`src/hdl/fkx_pkg.sv`:
```
// ----------------------------------------------------------------------------
// fkx_pkg
// Constants and helper functions for the FNV keystream xor cipher.
// ----------------------------------------------------------------------------
`default_nettype none

package fkx_pkg;

	localparam int unsigned POS_W      = 16;
	localparam int unsigned IDX_BYTES  = 8;
	localparam int unsigned SALT_LEN   = 25;
	localparam int unsigned SEED_STEPS = IDX_BYTES + SALT_LEN;
	localparam int unsigned STEP_W     = $clog2(SEED_STEPS);
	localparam int unsigned SALT_W     = $clog2(SALT_LEN);

	localparam logic [POS_W-1:0] MAX_BYTES = 16'd65535;
	localparam logic [63:0]      FNV_BASIS = 64'hCBF2_9CE4_8422_2325;

	// Multiply by 0x0000_0100_0000_01B3 modulo 2^64 as a shift-add.
	function automatic logic [63:0] mul_prime(input logic [63:0] x);
		return (x << 40) + (x << 8) + (x << 7) + (x << 5) + (x << 4) + (x << 1) + x;
	endfunction

	// Salt characters, first character at index zero.
	function automatic logic [7:0] salt_char(input logic [SALT_W-1:0] k);
		logic [7:0] c;
		case (k)
			5'd0:    c = 8'h43;
			5'd1:    c = 8'h43;
			5'd2:    c = 8'h43;
			5'd3:    c = 8'h61;
			5'd4:    c = 8'h73;
			5'd5:    c = 8'h74;
			5'd6:    c = 8'h65;
			5'd7:    c = 8'h72;
			5'd8:    c = 8'h5F;
			5'd9:    c = 8'h76;
			5'd10:   c = 8'h31;
			5'd11:   c = 8'h30;
			5'd12:   c = 8'h5F;
			5'd13:   c = 8'h53;
			5'd14:   c = 8'h65;
			5'd15:   c = 8'h73;
			5'd16:   c = 8'h73;
			5'd17:   c = 8'h69;
			5'd18:   c = 8'h6F;
			5'd19:   c = 8'h6E;
			5'd20:   c = 8'h5F;
			5'd21:   c = 8'h32;
			5'd22:   c = 8'h30;
			5'd23:   c = 8'h32;
			5'd24:   c = 8'h36;
			default: c = 8'h00;
		endcase
		return c;
	endfunction

endpackage

`default_nettype wire

```
`src/hdl/fkx_if.sv`:
```
// ----------------------------------------------------------------------------
// fkx_if
// Valid/ready channel interfaces for the cipher data and configuration paths.
// ----------------------------------------------------------------------------
`default_nettype none

interface fkx_in_if;
	logic       valid;
	logic       ready;
	logic [7:0] data_byte;
	logic       last_byte;

	modport source (output valid, output data_byte, output last_byte, input ready);
	modport sink   (input valid, input data_byte, input last_byte, output ready);
endinterface

interface fkx_out_if;
	logic       valid;
	logic       ready;
	logic [7:0] out_byte;
	logic       last_out;
	logic       overflow;

	modport source (output valid, output out_byte, output last_out, output overflow,
		input ready);
	modport sink   (input valid, input out_byte, input last_out, input overflow,
		output ready);
endinterface

interface fkx_cfg_if;
	logic        valid;
	logic        ready;
	logic [63:0] window_index;

	modport source (output valid, output window_index, input ready);
	modport sink   (input valid, input window_index, output ready);
endinterface

`default_nettype wire

```
`src/hdl/fkx_seed.sv`:
```
// ----------------------------------------------------------------------------
// fkx_seed
// Seed derivation: folds eight index bytes and the salt, one fold per cycle.
// ----------------------------------------------------------------------------
`default_nettype none

module fkx_seed (
	input  wire logic        clk,
	input  wire logic        arst_n,
	input  wire logic        start,
	input  wire logic [63:0] window_index,
	output logic             busy,
	output logic [63:0]      seed
);

	logic                            busy_q;
	logic [fkx_pkg::STEP_W-1:0]      step_q;
	logic [63:0]                     hash_q;
	logic [63:0]                     idx_q;
	logic [63:0]                     seed_q;
	logic [7:0]                      fold_byte;
	logic [fkx_pkg::SALT_W-1:0]      salt_sel;
	logic [63:0]                     hash_next;
	logic                            last_step;

	assign salt_sel  = fkx_pkg::SALT_W'(step_q - fkx_pkg::STEP_W'(fkx_pkg::IDX_BYTES));
	assign fold_byte = (step_q < fkx_pkg::STEP_W'(fkx_pkg::IDX_BYTES)) ? idx_q[7:0]
		: fkx_pkg::salt_char(salt_sel);
	assign hash_next = fkx_pkg::mul_prime(hash_q ^ {56'd0, fold_byte});
	assign last_step = (step_q == fkx_pkg::STEP_W'(fkx_pkg::SEED_STEPS - 1));

	// Reset starts a derivation for window index zero.
	always_ff @(posedge clk or negedge arst_n) begin
		if (!arst_n) begin
			busy_q <= 1'b1;
			step_q <= '0;
			hash_q <= fkx_pkg::FNV_BASIS;
			idx_q  <= '0;
			seed_q <= '0;
		end else if (busy_q) begin
			hash_q <= hash_next;
			idx_q  <= idx_q >> 8;
			step_q <= step_q + 1'b1;
			if (last_step) begin
				busy_q <= 1'b0;
				seed_q <= hash_next;
			end
		end else if (start) begin
			busy_q <= 1'b1;
			step_q <= '0;
			hash_q <= fkx_pkg::FNV_BASIS;
			idx_q  <= window_index;
		end
	end

	assign busy = busy_q;
	assign seed = seed_q;

endmodule

`default_nettype wire

```
`src/hdl/fnv_keystream_xor_cipher.sv`:
```
// ----------------------------------------------------------------------------
// fnv_keystream_xor_cipher
// Byte stream cipher: xors each byte with a keystream byte from an FNV chain.
// ----------------------------------------------------------------------------
//  channel  dir  transaction payload
//  in_ch    in   data_byte[7:0], last_byte
//  out_ch   out  out_byte[7:0], last_out, overflow
//  cfg_ch   in   window_index[63:0]
//
//  One byte per cycle while out_ch is ready and no seed derivation runs.
//  The chain update (xor, shift-add multiply) is the single per-byte loop.
//  Each byte passes the s1 and s2 registers. A window index write runs the
//  seed folding, with in_ch and cfg_ch ready low; reset starts it too.
//  A stalled out_ch holds its result; in_ch keeps taking one more byte.
// ----------------------------------------------------------------------------
`default_nettype none

module fnv_keystream_xor_cipher (
	input  wire logic clk,
	input  wire logic arst_n,
	fkx_in_if.sink    in_ch,
	fkx_out_if.source out_ch,
	fkx_cfg_if.sink   cfg_ch
);

	logic                       seed_busy;
	logic [63:0]                seed;

	logic                       valid_s1;
	logic [7:0]                 data_s1;
	logic                       last_s1;

	logic                       valid_s2;
	logic [7:0]                 out_byte_s2;
	logic                       last_s2;
	logic                       ovf_s2;

	logic [63:0]                chain_q;
	logic [fkx_pkg::POS_W-1:0]  pos_q;

	logic                       adv_s1;
	logic                       ovf;
	logic [fkx_pkg::POS_W:0]    term;
	logic [63:0]                chain_base;
	logic [63:0]                chain_new;

	fkx_seed u_seed (
		.clk          (clk),
		.arst_n       (arst_n),
		.start        (cfg_ch.valid),
		.window_index (cfg_ch.window_index),
		.busy         (seed_busy),
		.seed         (seed)
	);

	assign cfg_ch.ready = !seed_busy;

	assign adv_s1      = valid_s1 && (!valid_s2 || out_ch.ready);
	assign in_ch.ready = !seed_busy && (!valid_s1 || adv_s1);

	assign ovf        = (pos_q >= fkx_pkg::MAX_BYTES);
	assign term       = {1'b0, pos_q} + 1'b1;
	assign chain_base = (pos_q == '0) ? seed : chain_q;
	assign chain_new  = fkx_pkg::mul_prime(chain_base ^ 64'(term));

	always_ff @(posedge clk or negedge arst_n) begin
		if (!arst_n) begin
			valid_s1 <= 1'b0;
		end else if (in_ch.valid && in_ch.ready) begin
			valid_s1 <= 1'b1;
		end else if (adv_s1) begin
			valid_s1 <= 1'b0;
		end
	end

	always_ff @(posedge clk) begin
		if (in_ch.valid && in_ch.ready) begin
			data_s1 <= in_ch.data_byte;
			last_s1 <= in_ch.last_byte;
		end
	end

	// Advance the chain and the byte position.
	always_ff @(posedge clk or negedge arst_n) begin
		if (!arst_n) begin
			chain_q <= '0;
			pos_q   <= '0;
		end else if (adv_s1) begin
			chain_q <= chain_new;
			if (last_s1) begin
				pos_q <= '0;
			end else if (!ovf) begin
				pos_q <= pos_q + 1'b1;
			end
		end
	end

	always_ff @(posedge clk or negedge arst_n) begin
		if (!arst_n) begin
			valid_s2 <= 1'b0;
		end else if (adv_s1) begin
			valid_s2 <= 1'b1;
		end else if (out_ch.ready) begin
			valid_s2 <= 1'b0;
		end
	end

	always_ff @(posedge clk) begin
		if (adv_s1) begin
			out_byte_s2 <= data_s1 ^ chain_new[31:24];
			last_s2     <= last_s1;
			ovf_s2      <= ovf;
		end
	end

	assign out_ch.valid    = valid_s2;
	assign out_ch.out_byte = out_byte_s2;
	assign out_ch.last_out = last_s2;
	assign out_ch.overflow = ovf_s2;

endmodule

`default_nettype wire

```
`src/flat_wrapper.sv`:
```
// flat-port wrapper written by rule: the top's interface ports become plain ports
module fnv_keystream_xor_cipher_flat 
  (clk, arst_n, in_ch_valid, in_ch_data_byte, in_ch_last_byte, in_ch_ready, out_ch_valid, out_ch_out_byte, out_ch_last_out, out_ch_overflow, out_ch_ready, cfg_ch_valid, cfg_ch_window_index, cfg_ch_ready);
  fkx_in_if in_ch_i ();
  fkx_out_if out_ch_i ();
  fkx_cfg_if cfg_ch_i ();
  input  wire logic clk;
  input  wire logic arst_n;
  input wire logic [$bits(in_ch_i.valid)-1:0] in_ch_valid;
  input wire logic [$bits(in_ch_i.data_byte)-1:0] in_ch_data_byte;
  input wire logic [$bits(in_ch_i.last_byte)-1:0] in_ch_last_byte;
  output wire logic [$bits(in_ch_i.ready)-1:0] in_ch_ready;
  output wire logic [$bits(out_ch_i.valid)-1:0] out_ch_valid;
  output wire logic [$bits(out_ch_i.out_byte)-1:0] out_ch_out_byte;
  output wire logic [$bits(out_ch_i.last_out)-1:0] out_ch_last_out;
  output wire logic [$bits(out_ch_i.overflow)-1:0] out_ch_overflow;
  input wire logic [$bits(out_ch_i.ready)-1:0] out_ch_ready;
  input wire logic [$bits(cfg_ch_i.valid)-1:0] cfg_ch_valid;
  input wire logic [$bits(cfg_ch_i.window_index)-1:0] cfg_ch_window_index;
  output wire logic [$bits(cfg_ch_i.ready)-1:0] cfg_ch_ready;
  assign in_ch_i.valid = in_ch_valid;
  assign in_ch_i.data_byte = in_ch_data_byte;
  assign in_ch_i.last_byte = in_ch_last_byte;
  assign in_ch_ready = in_ch_i.ready;
  assign out_ch_valid = out_ch_i.valid;
  assign out_ch_out_byte = out_ch_i.out_byte;
  assign out_ch_last_out = out_ch_i.last_out;
  assign out_ch_overflow = out_ch_i.overflow;
  assign out_ch_i.ready = out_ch_ready;
  assign cfg_ch_i.valid = cfg_ch_valid;
  assign cfg_ch_i.window_index = cfg_ch_window_index;
  assign cfg_ch_ready = cfg_ch_i.ready;
  fnv_keystream_xor_cipher u_core (.clk(clk), .arst_n(arst_n), .in_ch(in_ch_i), .out_ch(out_ch_i), .cfg_ch(cfg_ch_i));
endmodule
```
`config.mk`:
```
export PLATFORM = sky130hd
export DESIGN_NAME = fnv_keystream_xor_cipher_flat
export DESIGN_NICKNAME = d
export VERILOG_FILES = /design/src/hdl/fkx_pkg.sv /design/src/hdl/fkx_if.sv /design/src/hdl/fkx_seed.sv /design/src/hdl/fnv_keystream_xor_cipher.sv /design/src/flat_wrapper.sv
export SDC_FILE = /design/constraint.sdc
export NUM_CORES = 1
export LEC_CHECK = 0
export ABC_AREA = 1
export BUFFER_PORTS_ARGS = -buffer_cell sky130_fd_sc_hd__buf_2
export CORE_ASPECT_RATIO = 0.75
export CORE_MARGIN = 2
export CORE_UTILIZATION = 40
export DETAILED_ROUTE_END_ITERATION = 16
export GPL_ROUTABILITY_DRIVEN = 0
export GPL_TIMING_DRIVEN = 0
export PLACE_DENSITY = 0.61
export SKIP_CTS_REPAIR_TIMING = 1
export SYNTH_ARGS = -nofsm -noshare
export SYNTH_HDL_FRONTEND = slang
export SYNTH_SLANG_ARGS = --single-unit
```
`constraint.sdc`:
```
create_clock -name clk -period 9.5 [get_ports clk]
set_clock_uncertainty 0.1 [all_clocks]
set_input_delay 1.9 -clock clk [delete_from_list [all_inputs] [get_ports clk]]
set_output_delay 1.9 -clock clk [all_outputs]
set_load 0.01 [all_outputs]
```
After elaboration in Yosys (flattened, before gate mapping)
Memories as Yosys holds them, arrays and structs flattened.
Index checks and enable logic that the tools add are counted.
{"block": "word_totals", "register_bits": 300, "mem_bits_ro": 224, "input_bits": 78, "elab_cells": 69, "mem_count": 1}
{"block": "classes", "add_sub_neg": 16, "order_cmp": 2, "n_eq_ne": 2, "n_mux": 17, "bitwise_logic": 3, "n_reduce_logical": 14}
{"memory": "(name not given)", "depth": 32, "word_bits": 7, "rd": 1, "rd_ports_with_merged_regs": 0, "write_ports": 0, "line_no": "fkx_pkg.sv:27", "rtl": "case (k)"}
{"cell": "$add A64 B64 Y64", "count": 12}
{"cell": "$mux W64", "count": 5}
{"cell": "$xor A64 B17 Y64", "count": 1}
{"cell": "$xor A64 B8 Y64", "count": 1}
{"cell": "$mux W16", "count": 2}
{"cell": "$add A16 B1 Y17 const B", "count": 1}
{"cell": "$add A16 B1 Y16 const B", "count": 1}
{"cell": "$ge A16 B16 Y1 const B", "count": 1}
{"cell": "$logic_not A16 Y1", "count": 1}
{"cell": "$mux W6", "count": 2}
{"cell": "$mux W8", "count": 1}
{"cell": "$xor A8 B8 Y8", "count": 1}
{"cell": "$mux W1", "count": 7}
{"cell": "$add A6 B1 Y6 const B", "count": 1}
{"cell": "$eq A6 B6 Y1 const B", "count": 1}
{"cell": "$lt A6 B4 Y1 const B", "count": 1}
{"cell": "$reduce_bool A2 Y1", "count": 3}
{"cell": "$sub A5 B4 Y5 const B", "count": 1}
{"cell": "$reduce_and A2 Y1", "count": 2}
{"cell": "$logic_and A1 B1 Y1", "count": 3}
{"cell": "$logic_not A1 Y1", "count": 3}
{"cell": "$logic_or A1 B1 Y1", "count": 2}
{"cell": "$ne A2 B1 Y1 const B", "count": 1}

Depth between registers and ports, before layout
An unclocked memory read counts as a cell.
{"block": "depth", "depth_word": 11, "mapped_depth": 37}

Hierarchy
Synthesis repeated with hierarchy kept, for this count alone.
{"block": "hier_totals", "hier_cells": 3438, "area_unflattened_um2": 27841.7}
{"module": "fkx_seed", "instances": 1, "cells_per_inst": 2447, "area_each_um2": 19636.3, "seq_area_each_um2": 5016.1}
{"module": "fnv_keystream_xor_cipher", "instances": 1, "cells_per_inst": 991, "area_each_um2": 8205.4, "seq_area_each_um2": 1821.7}

Worst setup path after synthesis
No wires, ideal clock.
{"block": "synth_timing", "kind": "reg-to-reg", "start": "reg u_core.pos_q[0] (netlist name)", "end": "reg u_core.out_byte_s2[3], in the netlist u_core.out_ch.out_byte[3], data pin", "setup_ps": 265, "arrival_ps": 5528, "required_time_ps": 9135, "slack_ps": 3608, "stages_incl_launch_ff": 30, "cell_sequence": "dfrtp_1 > inv_1 > ha_1 > nand2_1 > nor2_4 > nand2_4 > buf_6 > buf_6 > buf_2 > nand2_1 > nand2_1 > xnor2_1 > inv_1 > fa_1 > fa_1 > inv_1 > fa_1 > inv_1 > ha_1 > ha_1 > nand2_1 > inv_1 > nand2_1 > nor3_1 > nand3_1 > nand3_1 > nand3_1 > nand2_1 > xor2_1 > xor2_1"}
{"block": "synth_via", "elab_chain_cells": 10}
{"element": "from (decl)", "line_no": "fnv_keystream_xor_cipher.sv:39", "rtl": "logic [fkx_pkg::POS_W-1:0] pos_q;"}
{"element": "from (signal assigned)", "line_no": "fnv_keystream_xor_cipher.sv:93", "rtl": "pos_q <= pos_q + 1'b1;"}
{"element": "branches (longest 2 deep; another with $add A16 B1 Y17)"}
{"element": "$xor A64 B17 Y64 (*)", "line_no": "fnv_keystream_xor_cipher.sv:64", "rtl": "assign chain_new = fkx_pkg::mul_prime(chain_base ^ 64'(term));"}
{"element": "$add A64 B64 Y64 (5 in a row)", "line_no": "fkx_pkg.sv:21", "rtl": "return (x << 40) + (x << 8) + (x << 7) + (x << 5) + (x << 4) + (x << 1) + x;"}
{"element": "$add A64 B64 Y64 (*)", "line_no": "fkx_pkg.sv:21"}
{"element": "$xor A8 B8 Y8 (*)", "line_no": "fnv_keystream_xor_cipher.sv:110", "rtl": "out_byte_s2 <= data_s1 ^ chain_new[31:24];"}
{"element": "to (signal assigned)", "line_no": "fnv_keystream_xor_cipher.sv:110"}
{"element": "to (decl)", "line_no": "fnv_keystream_xor_cipher.sv:34", "rtl": "logic [7:0] out_byte_s2;"}
Every way passes the cells marked *.
A chain may end at the register's enable or synchronous reset.

Worst setup path after layout
{"block": "layout_timing", "start": "reg u_core.pos_q[0] (netlist name)", "end": "reg u_core.out_byte_s2[6], in the netlist u_core.out_ch.out_byte[6], data pin"}
The elaborated chain is that of the path after synthesis.

==> results.py <==
metrics = {
    "place": {
        "portBuffers": 90,
        "dp_hpwl_mm": 39.3,
    },
    "global_route": {
        "grt_start_max_net_pins": 98,
        "grt_pass1_wl_mm": 78.9,
        "grt_pass1_vias": 14574,
        "antenna_found_initial": 1,
        "grtUsageTotal_pct": 21.0,
        "grt-ovfl-total": 0,
    },
    "detailed_routing": {
        "avgRoutedWirePerCell_um": 16.9,
        "vias": 14364,
        "drc": 0,
        "via_per_inst": 5.11,
        "routed_wirelength_mm": 47.5,
        "first_iter_violations": 1191,
        "dr.pass1.iters": 6,
        "ant_nets": 0,
    },
    "cells_and_area": {
        "fill_cells": 4368,
        "multi_input_area_um2": 11500,
        "antenna_cells": 0,
        "drive_gt1_share_pct": 9.08,
        "finalCoreUtilization_pct": 45.1,
        "nets": 2614,
        "area.sequential_um2": 5210,
        "syn2layout_area_growth_pct": 10.7,
    },
    "status": {
        "status": "finished clean",
    },
    "clock_tree": {
        "cts_tree": "built",
        "clockBufferDepth": 3,
        "htreeDepth": 1,
        "clock-sinks": 204,
        "cts-root-buf": "clkbuf_16",
        "clock_latency_ns": 0.55,
        "cts_buffers": 22,
        "clk_pin_slew_worst_paths_ns": 0.06,
    },
    "setup_path": {
        "critPathCaptureType": "flop",
        "critPathLaunchType": "flop",
        "critPathMaxFanout": 10,
        "critPathRequiredTime_ns": 9.70,
        "crit_type": "reg -> reg",
        "cp.arrival_ns": 7.55,
        "r2r_cells": 25,
    },
    "floorplan": {
        "start_util_pct": 40.7,
        "ioPinCount": 91,
        "die_y_um": 189,
        "dieArea_um2": 47400,
        "die_w_um": 251,
        "rows": 67,
        "core_um2": 44800,
    },
    "yosys": {
        "yosysSeqAreaShare_pct": 28.5,
        "avgSynthCellArea_um2": 8.72,
        "ys_ff_latch": 204,
        "ys_top_cells_by_area": "dfrtp_1 (24%), fa_1 (20%), nand2_1 (10%), ha_1 (9.9%), inv_1 (7.0%)",
        "synth_nets": 2499,
        "yosysTopAreaCellShare_pct": 23.8,
        "syn_inst": 2094,
        "synth_top_area_cell": "dfrtp_1",
        "synth.cell_area_um2": 18300,
        "yosys_warnings": 0,
        "synth.distinct_cells": 59,
    },
    "timing": {
        "worstMarginPinSlew_ns": 1.21,
        "slew_headroom_pct": 18.2,
        "setup_viol": 0,
        "fmax_ghz": 0.136,
        "post-route-min-period_ns": 7.35,
        "fin_crit_sh_pct": 77.4,
        "hold_viol": 0,
        "rsz0062_at_grt": "no",
        "setup_tns_ns": 0,
        "fin_hold_ws_ns": 0.382,
        "drv_slew": 0,
    },
    "hold_path": {
        "hold_depth": 2,
        "worstHoldPathType": "reg -> reg",
    },
    "job": {
        "drv_cap": 0,
    },
}
[synth_stat cells (all sizes together)]
| library cell | number |
|---|---|
| mux2i | 2 |
| o211ai | 9 |
| a22oi | 26 |
| clkbuf | 38 |
| a21boi | 1 |
| nand4 | 11 |
| a31oi | 8 |
| o221ai | 22 |
| nor2 | 60 |
| o2111ai | 1 |
| or2 | 14 |
| o21ai | 136 |
| o31ai | 12 |
| a211oi | 1 |
| a21oi | 69 |
| nor3 | 16 |
| buf | 12 |
| a22o | 4 |
| nor4 | 5 |
| edfxtp | 19 |
| a21o | 5 |
| nand3b | 4 |
| xnor2 | 37 |
| xor2 | 62 |
| and3 | 2 |
| dfstp | 11 |
| ha | 144 |
| o22ai | 7 |
| dfrtp | 174 |
| a32o | 1 |
| nand2 | 518 |
| o22a | 1 |
| fa | 183 |
| clkinv | 5 |
| o21bai | 16 |
| o21a | 7 |
| inv | 350 |
| nand3 | 101 |
[sequential cells by signal, summed over array words and instances (netlist names)]
signal,cells
u_core.chain_q,32
u_core.data_s1,8
u_core.last_s1,1
u_core.out_ch.last_out,1
u_core.out_ch.out_byte,8
u_core.out_ch.overflow,1
u_core.out_ch.valid,1
u_core.pos_q,16
u_core.u_seed.busy,1
u_core.u_seed.hash_q,32
u_core.u_seed.idx_q,64
u_core.u_seed.seed,32
u_core.u_seed.step_q,6
u_core.valid_s1,1
[routing by layer]
metal | track usage [%] | up-vias | wire length, um
met5 | 0 | - | 0
met1 | 32.2 | 6990 | 23500
met4 | 3.39 | 0 | 682
met2 | 30.8 | 400 | 19900
met3 | 4.40 | 45 | 3420
li1 | - | 6929 | -
[stage by stage]
step	instance area (um2)	worst slack, ns	cells
floorplan	18300	3.61	2094
global placement	19500	2.14	2770
detailed placement	19500	2.17	2771
CTS	20200	2.16	2811
global route	20200	1.49	2811
finish	20200	2.15	2811
[placed cells by master (no fill, tap or decap), types with 13 or more instances in the layout]
master,count
clkbuf_1,43
nor2_1,50
dfrtp_1,174
nand3_1,100
fa_1,183
ha_1,144
nand2_1,508
xor2_1,57
o221ai_1,22
nor3_1,13
edfxtp_1,19
o21ai_1,20
buf_2,93
inv_1,339
o21bai_1,16
xnor2_1,36
a21oi_1,69
a22oi_1,26
clkbuf_16,22
o21ai_0,114
[path summary, 6_finish.rpt]
| path | slack [ns] | startpoint | to |
|---|---|---|---|
| max | 2.15 | u_core.pos_q[0]$_DFFE_PN0P_ | u_core.out_ch.out_byte[6]$_DFFE_PP_ |
| min | 0.38 | u_core.u_seed.seed[20]$_DFFE_PN0P_ | u_core.u_seed.seed[20]$_DFFE_PN0P_ |
| max reg2reg | 2.15 | u_core.pos_q[0]$_DFFE_PN0P_ | u_core.out_ch.out_byte[6]$_DFFE_PP_ |
| min reg2reg | 0.38 | u_core.u_seed.seed[20]$_DFFE_PN0P_ | u_core.u_seed.seed[20]$_DFFE_PN0P_ |
| max in group asynchronous | 7.10 | arst_n | u_core.u_seed.hash_q[26]$_DFFE_PN1P_ |
| min in group asynchronous | 1.25 | arst_n | u_core.u_seed.hash_q[1]$_DFFE_PN0P_ |
[cell type report]
cell class	instances	area share [%]
buffer	50	1.12
clock buffer	35	3.36
clock inverter	5	0.266
inverter	355	6.59
multi-input combinational	1485	56.8
sequential	204	25.8
tap	586	3.63
timing repair buffer	91	2.41
[critical path, stage by stage, from the launching register on]
cell and delay [ns]:
dfrtp_1 0.44, inv_1 0.12, ha_1 0.17, nand2_1 0.09, nor2_4 0.29, nand2_4 0.15
buf_6 0.19, buf_6 0.15, buf_2 0.19, nand2_1 0.09, nand2_1 0.06, xnor2_1 0.50
inv_1 0.33, fa_1 0.62, fa_1 0.44, fa_1 0.51, ha_1 0.32, ha_1 0.36
nand2_1 0.08, o21ai_0 0.29, a21oi_1 0.13, o21ai_0 0.82, nand4_1 0.22, nand3_1 0.15
nand2_1 0.15, xnor2_1 0.16
[cells by family after synthesis]
group | share of synthesized area, %
AOI/OAI and AO/OA | 10.8
xor gates and xnor gates | 5.12
adders and majority gates | 29.9
buffers and inverters | 8.53
DFF | 28.5
muxes | 0.110
and+or+nand+nor | 17.0
Power is left out: the tool's default activity adds up to more than one toggle a clock period on the data nets, which glitch-free logic cannot reach.
